$ cat src/hw/rtl/shifting_array_store_defines.svh
`ifndef SHIFTING_ARRAY_STORE_DEFINES_SVH
`define SHIFTING_ARRAY_STORE_DEFINES_SVH

// Assertion helpers. Synthesis builds define SYNTH and get empty bodies.
`ifndef SYNTH
`define SAS_ASSERT_SAME(label, clk, rst_n, ante, cons) \
  label: assert property (@(posedge clk) disable iff (!rst_n) (ante) |-> (cons)) \
    else $error("shifting_array_store: same-cycle check failed");
`else
`define SAS_ASSERT_SAME(label, clk, rst_n, ante, cons)
`endif

`ifndef SYNTH
`define SAS_ASSERT_NEXT(label, clk, rst_n, ante, cons) \
  label: assert property (@(posedge clk) disable iff (!rst_n) (ante) |=> (cons)) \
    else $error("shifting_array_store: next-cycle check failed");
`else
`define SAS_ASSERT_NEXT(label, clk, rst_n, ante, cons)
`endif

`endif

$ cat src/hw/rtl/sas_pkg.sv
`default_nettype none

package sas_pkg;

  localparam int DEPTH  = 16;
  localparam int WORD_W = 32;
  localparam int KIND_W = 3;
  localparam int IDX_W  = 6;
  localparam int POS_W  = (DEPTH > 1) ? $clog2(DEPTH) : 1;
  localparam int CNT_W  = $clog2(DEPTH + 1);

  typedef enum logic [KIND_W-1:0] {
    KIND_READ   = 3'd0,
    KIND_INSERT = 3'd1,
    KIND_REMOVE = 3'd2,
    KIND_SET    = 3'd3,
    KIND_COUNT  = 3'd4,
    KIND_DUMP   = 3'd5
  } kind_e;

  typedef enum logic {
    ST_IDLE,
    ST_SCAN
  } state_e;

  typedef struct packed {
    logic [KIND_W-1:0]        kind;
    logic [IDX_W-1:0]         index;
    logic signed [WORD_W-1:0] value;
  } in_item_t;

  typedef struct packed {
    logic signed [WORD_W-1:0] data;
    logic                     op_error;
    logic                     last;
  } out_item_t;

  typedef struct packed {
    logic              upd;
    logic              rot;
    logic [KIND_W-1:0] kind;
    logic [IDX_W-1:0]  index;
    logic [WORD_W-1:0] value;
  } cell_cmd_t;

endpackage

`default_nettype wire

$ cat src/hw/rtl/sas_cell.sv
`default_nettype none

module sas_cell (
  input  logic                        clk,
  input  logic                        rst_n,
  input  sas_pkg::cell_cmd_t          cmd,
  input  logic [sas_pkg::POS_W-1:0]   pos,
  input  logic [sas_pkg::WORD_W-1:0]  low_word,
  input  logic [sas_pkg::WORD_W-1:0]  high_word,
  output logic [sas_pkg::WORD_W-1:0]  word
);
  import sas_pkg::*;

  logic [WORD_W-1:0] word_r;
  logic [WORD_W-1:0] word_nxt;
  logic [IDX_W-1:0]  pos_ext;
  logic              at_idx;
  logic              above_idx;

  always_comb begin
    pos_ext   = IDX_W'(pos);
    at_idx    = (pos_ext == cmd.index);
    above_idx = (pos_ext > cmd.index);
    word_nxt  = word_r;
    if (cmd.rot) begin
      word_nxt = high_word;
    end else if (cmd.upd) begin
      case (kind_e'(cmd.kind))
        KIND_INSERT: begin
          if (above_idx) begin
            word_nxt = low_word;
          end else if (at_idx) begin
            word_nxt = cmd.value;
          end
        end
        KIND_REMOVE: begin
          if (at_idx || above_idx) begin
            word_nxt = high_word;
          end
        end
        KIND_SET: begin
          if (at_idx) begin
            word_nxt = cmd.value;
          end
        end
        default: begin
        end
      endcase
    end
  end

  always_ff @(posedge clk) begin
    if (!rst_n) begin
      word_r <= '0;
    end else begin
      word_r <= word_nxt;
    end
  end

  assign word = word_r;

endmodule

`default_nettype wire

$ cat src/hw/rtl/shifting_array_store.sv
// Channel  Direction  Payload     Transfer when
// in_      input      in_item_t   in_valid && !in_stall
// out_     output     out_item_t  out_valid && !out_stall
//
// Insert, remove and set take one cycle; all cells shift or load in parallel.
// Read, count and dump rotate the cell chain once around: DEPTH cycles, plus
// any cycles the output is stalled. Results leave through one output register.
// Synchronous reset clears every cell to zero and empties the output register.
// A stalled output holds the rotation; a new command waits until the chain is idle.
`default_nettype none

`include "shifting_array_store_defines.svh"

module shifting_array_store (
  input  logic                 clk,
  input  logic                 rst_n,
  input  logic                 in_valid,
  output logic                 in_stall,
  input  sas_pkg::in_item_t    in_item,
  output logic                 out_valid,
  input  logic                 out_stall,
  output sas_pkg::out_item_t   out_item
);
  import sas_pkg::*;

  logic [WORD_W-1:0] word_w [DEPTH];
  cell_cmd_t         cell_cmd;

  state_e            state_r, state_nxt;
  logic [POS_W-1:0]  cnt_r, cnt_nxt;
  logic [CNT_W-1:0]  acc_r, acc_nxt;
  logic [WORD_W-1:0] rd_r, rd_nxt;
  in_item_t          cmd_r, cmd_nxt;
  logic              out_valid_r, out_valid_nxt;
  out_item_t         out_item_r, out_item_nxt;

  logic              adv;
  logic              accept;
  logic              idx_ok;
  logic              uses_idx;
  logic              is_last;
  logic              match;
  logic              hit;
  logic              emit;
  out_item_t         res;

  for (genvar g = 0; g < DEPTH; g++) begin : g_cell
    logic [WORD_W-1:0] low_w;
    logic [WORD_W-1:0] high_w;
    if (g == 0) begin : g_first
      assign low_w = '0;
    end else begin : g_mid_lo
      assign low_w = word_w[g-1];
    end
    if (g == DEPTH - 1) begin : g_final
      assign high_w = cell_cmd.rot ? word_w[0] : '0;
    end else begin : g_mid_hi
      assign high_w = word_w[g+1];
    end
    sas_cell u_cell (
      .clk       (clk),
      .rst_n     (rst_n),
      .cmd       (cell_cmd),
      .pos       (POS_W'(g)),
      .low_word  (low_w),
      .high_word (high_w),
      .word      (word_w[g])
    );
  end

  always_comb begin
    in_stall = (state_r != ST_IDLE) || (out_valid_r && out_stall);
    adv      = !out_valid_r || !out_stall;
    accept   = in_valid && !in_stall;
    idx_ok   = ({1'b0, in_item.index} < (IDX_W + 1)'(DEPTH));
    uses_idx = (in_item.kind == KIND_READ) || (in_item.kind == KIND_INSERT) ||
               (in_item.kind == KIND_REMOVE) || (in_item.kind == KIND_SET);
    is_last  = (cnt_r == POS_W'(DEPTH - 1));
    match    = (word_w[0] == cmd_r.value);
    hit      = (cnt_r == cmd_r.index[POS_W-1:0]);

    state_nxt      = state_r;
    cnt_nxt        = cnt_r;
    acc_nxt        = acc_r;
    rd_nxt         = rd_r;
    cmd_nxt        = cmd_r;
    cell_cmd.upd   = 1'b0;
    cell_cmd.rot   = 1'b0;
    cell_cmd.kind  = in_item.kind;
    cell_cmd.index = in_item.index;
    cell_cmd.value = in_item.value;
    emit           = 1'b0;
    res            = '0;

    case (state_r)
      ST_IDLE: begin
        if (accept) begin
          if (uses_idx && !idx_ok) begin
            emit         = 1'b1;
            res.op_error = 1'b1;
            res.last     = 1'b1;
          end else begin
            case (kind_e'(in_item.kind))
              KIND_READ, KIND_COUNT, KIND_DUMP: begin
                state_nxt = ST_SCAN;
                cmd_nxt   = in_item;
                cnt_nxt   = '0;
                acc_nxt   = '0;
              end
              KIND_INSERT, KIND_REMOVE, KIND_SET: begin
                cell_cmd.upd = 1'b1;
              end
              default: begin
              end
            endcase
          end
        end
      end
      ST_SCAN: begin
        if (adv) begin
          cell_cmd.rot = 1'b1;
          cnt_nxt      = cnt_r + 1'b1;
          acc_nxt      = acc_r + CNT_W'(match);
          if (hit) begin
            rd_nxt = word_w[0];
          end
          case (kind_e'(cmd_r.kind))
            KIND_DUMP: begin
              emit     = 1'b1;
              res.data = word_w[0];
              res.last = is_last;
            end
            KIND_READ: begin
              emit     = is_last;
              res.data = hit ? word_w[0] : rd_r;
              res.last = 1'b1;
            end
            KIND_COUNT: begin
              emit     = is_last;
              res.data = WORD_W'(acc_nxt);
              res.last = 1'b1;
            end
            default: begin
            end
          endcase
          if (is_last) begin
            state_nxt = ST_IDLE;
          end
        end
      end
      default: begin
        state_nxt = ST_IDLE;
      end
    endcase

    out_valid_nxt = emit ? 1'b1 : (out_valid_r && out_stall);
    out_item_nxt  = emit ? res : out_item_r;
  end

  always_ff @(posedge clk) begin
    if (!rst_n) begin
      state_r     <= ST_IDLE;
      cnt_r       <= '0;
      out_valid_r <= 1'b0;
    end else begin
      state_r     <= state_nxt;
      cnt_r       <= cnt_nxt;
      out_valid_r <= out_valid_nxt;
    end
  end

  always_ff @(posedge clk) begin
    acc_r      <= acc_nxt;
    rd_r       <= rd_nxt;
    cmd_r      <= cmd_nxt;
    out_item_r <= out_item_nxt;
  end

  assign out_valid = out_valid_r;
  assign out_item  = out_item_r;

  `SAS_ASSERT_NEXT(a_scan_holds, clk, rst_n, state_r == ST_SCAN && !adv, $stable(cnt_r))
  `SAS_ASSERT_NEXT(a_scan_ends, clk, rst_n, state_r == ST_SCAN && adv && is_last, state_r == ST_IDLE)
  `SAS_ASSERT_SAME(a_err_form, clk, rst_n, out_valid_r && out_item_r.op_error, out_item_r.last && out_item_r.data == 0)

endmodule

`default_nettype wire
$ cat config.mk
export PLATFORM = sky130hd
export DESIGN_NAME = shifting_array_store
export DESIGN_NICKNAME = d
export VERILOG_FILES = /design/src/hw/rtl/sas_pkg.sv /design/src/hw/rtl/sas_cell.sv /design/src/hw/rtl/shifting_array_store.sv
export VERILOG_INCLUDE_DIRS = /design/src /design/src/hw/rtl
export SDC_FILE = /design/constraint.sdc
export NUM_CORES = 2
export LEC_CHECK = 0
export BUFFER_PORTS_ARGS = -buffer_cell sky130_fd_sc_hd__clkbuf_2
export CAP_MARGIN = 10
export CELL_PAD_IN_SITES_DETAIL_PLACEMENT = 2
export CELL_PAD_IN_SITES_GLOBAL_PLACEMENT = 2
export CORE_MARGIN = 4
export CORE_UTILIZATION = 40
export DETAILED_ROUTE_END_ITERATION = 6
export PLACE_DENSITY = 0.77
export SYNTH_ARGS = -nofsm -noshare
export SYNTH_HDL_FRONTEND = slang
export SYNTH_SLANG_ARGS = --single-unit
$ cat constraint.sdc
create_clock -name clk -period 3.1 [get_ports clk]
set_input_delay 0 -clock clk [delete_from_list [all_inputs] [get_ports clk]]
set_output_delay 0 -clock clk [all_outputs]
set_load 0.02 [all_outputs]
==> impl_results.rst <==
.. list-table::
   :header-rows: 1

   * - Metric
     - Value
   * - Part of the Yosys area used for sequential elements
     - 39.92%
   * - Number of nets in the layout
     - 3778
   * - Run status
     - finished, violations left
   * - GRT Util Overall
     - 35.69%
   * - Via-per-instance ratio
     - 7.226
   * - Post-Syn Nets
     - 3939
   * - Dpl hpwl
     - 107600 µm
   * - Core area
     - 85010 µm²
   * - Kind of critical path
     - flip-flop to flip-flop
   * - Gr ovfl total
     - 0
   * - Violated checks
     - design-rule violations
   * - Endpoint kind of the worst setup timing path
     - flip-flop
   * - Most used standard cells in the synthesized netlist
     - 655 x o21ai_0, 518 x dfxtp_1, 417 x a21oi_1, 336 x clkbuf_1, 182 x nand2_1
   * - Setup Total Neg Slack
     - 0 ns
   * - Initial Utilization
     - 40.29%
   * - Maximum vdd ir drop
     - 317.3 µV
   * - Transition at the pin with the smallest max-transition slack
     - 1.212 ns
   * - Count of TritonRoute iterations in the first routing pass
     - 7
   * - Fin. max-slew vios
     - 0
   * - Clock tree root driver cell
     - clkbuf_16
   * - Vias after detailed routing
     - 35675
   * - Final worst path period need
     - 3.009 ns
   * - I/O Buffers
     - 80
   * - Seq cells post-synth
     - 628
   * - Final hold viol count
     - 0
   * - Yosys Warn Count
     - 0
   * - Most common cell in the netlist
     - o21ai_0
   * - Share of layout cells above drive strength 1
     - 15.83%
   * - Worst setup margin
     - 0.09074 ns
   * - Max-capacitance violation count
     - 0
   * - Share of flip-flops with an asynchronous set or reset after synthesis
     - 0%
   * - Final routed DRC violation total
     - 5
   * - Final Routed Wirelength
     - 167500 µm
   * - First-iteration detailed-routing DRC count
     - 4619
   * - Number of ports placed on the die boundary
     - 81
   * - Crit start category
     - flip-flop
   * - Fraction of post-synthesis cell area in the top cell type by area
     - 30.28%
   * - Maximum clock path buffer count
     - 3
   * - Synth Area per Inst
     - 8.802 µm²
   * - Maximum operating frequency
     - 332.3 MHz
   * - Setup skew after layout
     - 0.03339 ns
   * - Worst min-delay path class
     - primary input to flip-flop
   * - Leading post-synthesis cells by cell area
     - dfxtp_1 30%, edfxtp_1 9.6%, o21ai_0 9.6%, a21oi_1 6.1%, mux2_2 5.8%
   * - CTS clock-pin slew for the worst setup and hold paths
     - 0.06 ns
   * - Die area
     - 90370 µm²
   * - Final period utilization
     - 97.07%
   * - Cell type contributing the most total cell area after synthesis
     - dfxtp_1
   * - Leakage
     - 13.23 nW
   * - Leading register cell type out of synthesis
     - dfxtp_1
   * - FP Rows
     - 107
   * - Power Dens Cells
     - 582.7 nW/µm²
   * - Num CTS Buffers
     - 75
   * - Final Instance Area
     - 38320 µm²
   * - Data required time of the worst path
     - 3.55 ns
   * - Wire length of the first global-routing pass
     - 247300 µm
   * - Routed wire per std cell
     - 33.93 µm
   * - Arrival time of the worst setup path
     - 3.46 ns
   * - Number of H-tree branching levels
     - 3
   * - Setup repair after global routing missed its margin
     - false
   * - Final RePlAce weighted congestion
     - 0.8853
   * - Number of antenna violations at the first check in global routing
     - 0
   * - Post-synthesis instance area
     - 34250 µm²
   * - Instance count of the mapped netlist
     - 3891
   * - Clock insertion delay at the later pin of the skew report
     - 0.65 ns
   * - Via count of the first global-routing pass
     - 36614
   * - Filler Cell Count
     - 9085
   * - Unique masters post-synth
     - 81
   * - CTS Sinks
     - 628
   * - Post-DRT Antenna Nets
     - 0
   * - Worst setup timing slack at the placement stage
     - 0.1424 ns
   * - Area delta synth->final
     - 11.88%
   * - Cell area after placement
     - 35720 µm²
   * - TritonCTS clock tree
     - yes
   * - Die X-Extent
     - 300.6 µm
   * - Maximum net fanout on the critical path
     - 32
   * - Rel. slew slack
     - 19.22%
   * - Pin count of the biggest net entering global routing
     - 263
   * - Final setup vio count
     - 0
   * - Die Ht
     - 300.6 µm
   * - Number of flops mapped to enable cells by yosys
     - 110
[state kept, by name, summed over array words and instances (netlist names)]
signal / cells
g_cell.u_cell.word: 512
cmd_r: 39
out_item: 34
rd_r: 32
acc_r: 5
cnt_r: 4
out_valid: 1
state_r: 1
[where the power goes]
part           internal [W]  switching (W)
Combinational       0.00118        0.00233
Clock               0.00538        0.00388
Sequential          0.00880       0.000752
[metal layers]
layer  share of wire, %  GRT usage (%)  routed length, µm
met2                 44          54.52              73500
met4                4.7          16.05               7922
met5                  0              0                  0
met3                8.3          6.280              13900
met1                 43          49.36              72210
[through the flow]
| stage | cells | utilization (%) | hold slack, ns | total power [W] |
|---|---|---|---|---|
| after floorplan | 3891 | - | 0.09887 | 0.01154 |
| after global placement | 4789 | 42.02 | 0.2877 | 0.01281 |
| after detailed placement | 4789 | 42.02 | 0.2982 | 0.01306 |
| after CTS | 4935 | 45.07 | 0.001729 | 0.02228 |
| after global routing | 4935 | 45.07 | 0.05167 | 0.02299 |
| final | 4937 | 45.07 | 0.08284 | 0.02233 |
[worst paths after layout]
path | startpoint | slack [ns] | depth (start not counted) | end
min reg2reg | g_cell[5].u_cell.word[15] | 0.51 | 2 | g_cell[4].u_cell.word[15]
max reg2reg | state_r | 0.09 | 7 | g_cell[0].u_cell.word[24]
min | in_valid | 0.08 | 3 | out_item[1]
max | state_r | 0.09 | 7 | g_cell[0].u_cell.word[24]
[critical path, stage by stage (launching register included)]
cell and delay, ns:
dfxtp_1 0.47, a21bo_1 0.28, buf_4 0.26, nand2_4 0.24, buf_4 0.25, buf_4 0.36, a22oi_1 0.14, o21ai_0 0.80
[layout by cell type (no fill, tap or decap), types with 10 or more instances in the layout]
master / count
o22ai_1: 45
mux2i_1: 95
nand2_1: 177
mux2_1: 16
a211o_1: 32
o31ai_1: 31
o221a_2: 18
a31oi_1: 111
a22oi_1: 119
clkbuf_2: 79
o21ai_0: 653
mux2_2: 176
buf_4: 128
nor4_1: 10
edfxtp_1: 110
o32ai_1: 10
clkbuf_8: 16
a221o_1: 31
a221oi_1: 127
xor2_1: 36
a21o_1: 31
a2bb2oi_1: 30
o211ai_1: 38
a21oi_1: 413
buf_12: 17
clkbuf_16: 77
nand3_1: 113
a222oi_1: 176
dfxtp_1: 518
and2_1: 11
clkinv_2: 14
o21a_1: 63
nor2_1: 83
clkbuf_1: 20
[cell families after synthesis]
logic type | after synthesis | share of synthesized area (%)
flops | 628 | 39.92
xor+xnor | 41 | 1.049
simple gates | 479 | 6.583
compound gates | 1975 | 37.53
buf+inv | 478 | 5.710
fa+ha+maj | 3 | 0.1096
mux | 287 | 9.090
[what timing repair did]
item | CTS | global route
buffers inserted | 0 | 0
resized for setup | 0 | 0
hold buffers | 8 | 0
hold endpoints to repair | 26 | 0
[area by class of cell]
type,instances,area [µm²],area share [%]
multi-input combinational,2785,18880,49.28
sequential,628,13670,35.68
clock buffer,113,2222,5.799
timing repair buffer,233,1792,4.676
tap,1144,1431,3.736
clock inverter,25,285.3,0.7445
inverter,7,27.53,0.07184
antenna,2,5.005,0.01306
(Power assumes the default switching activity.)
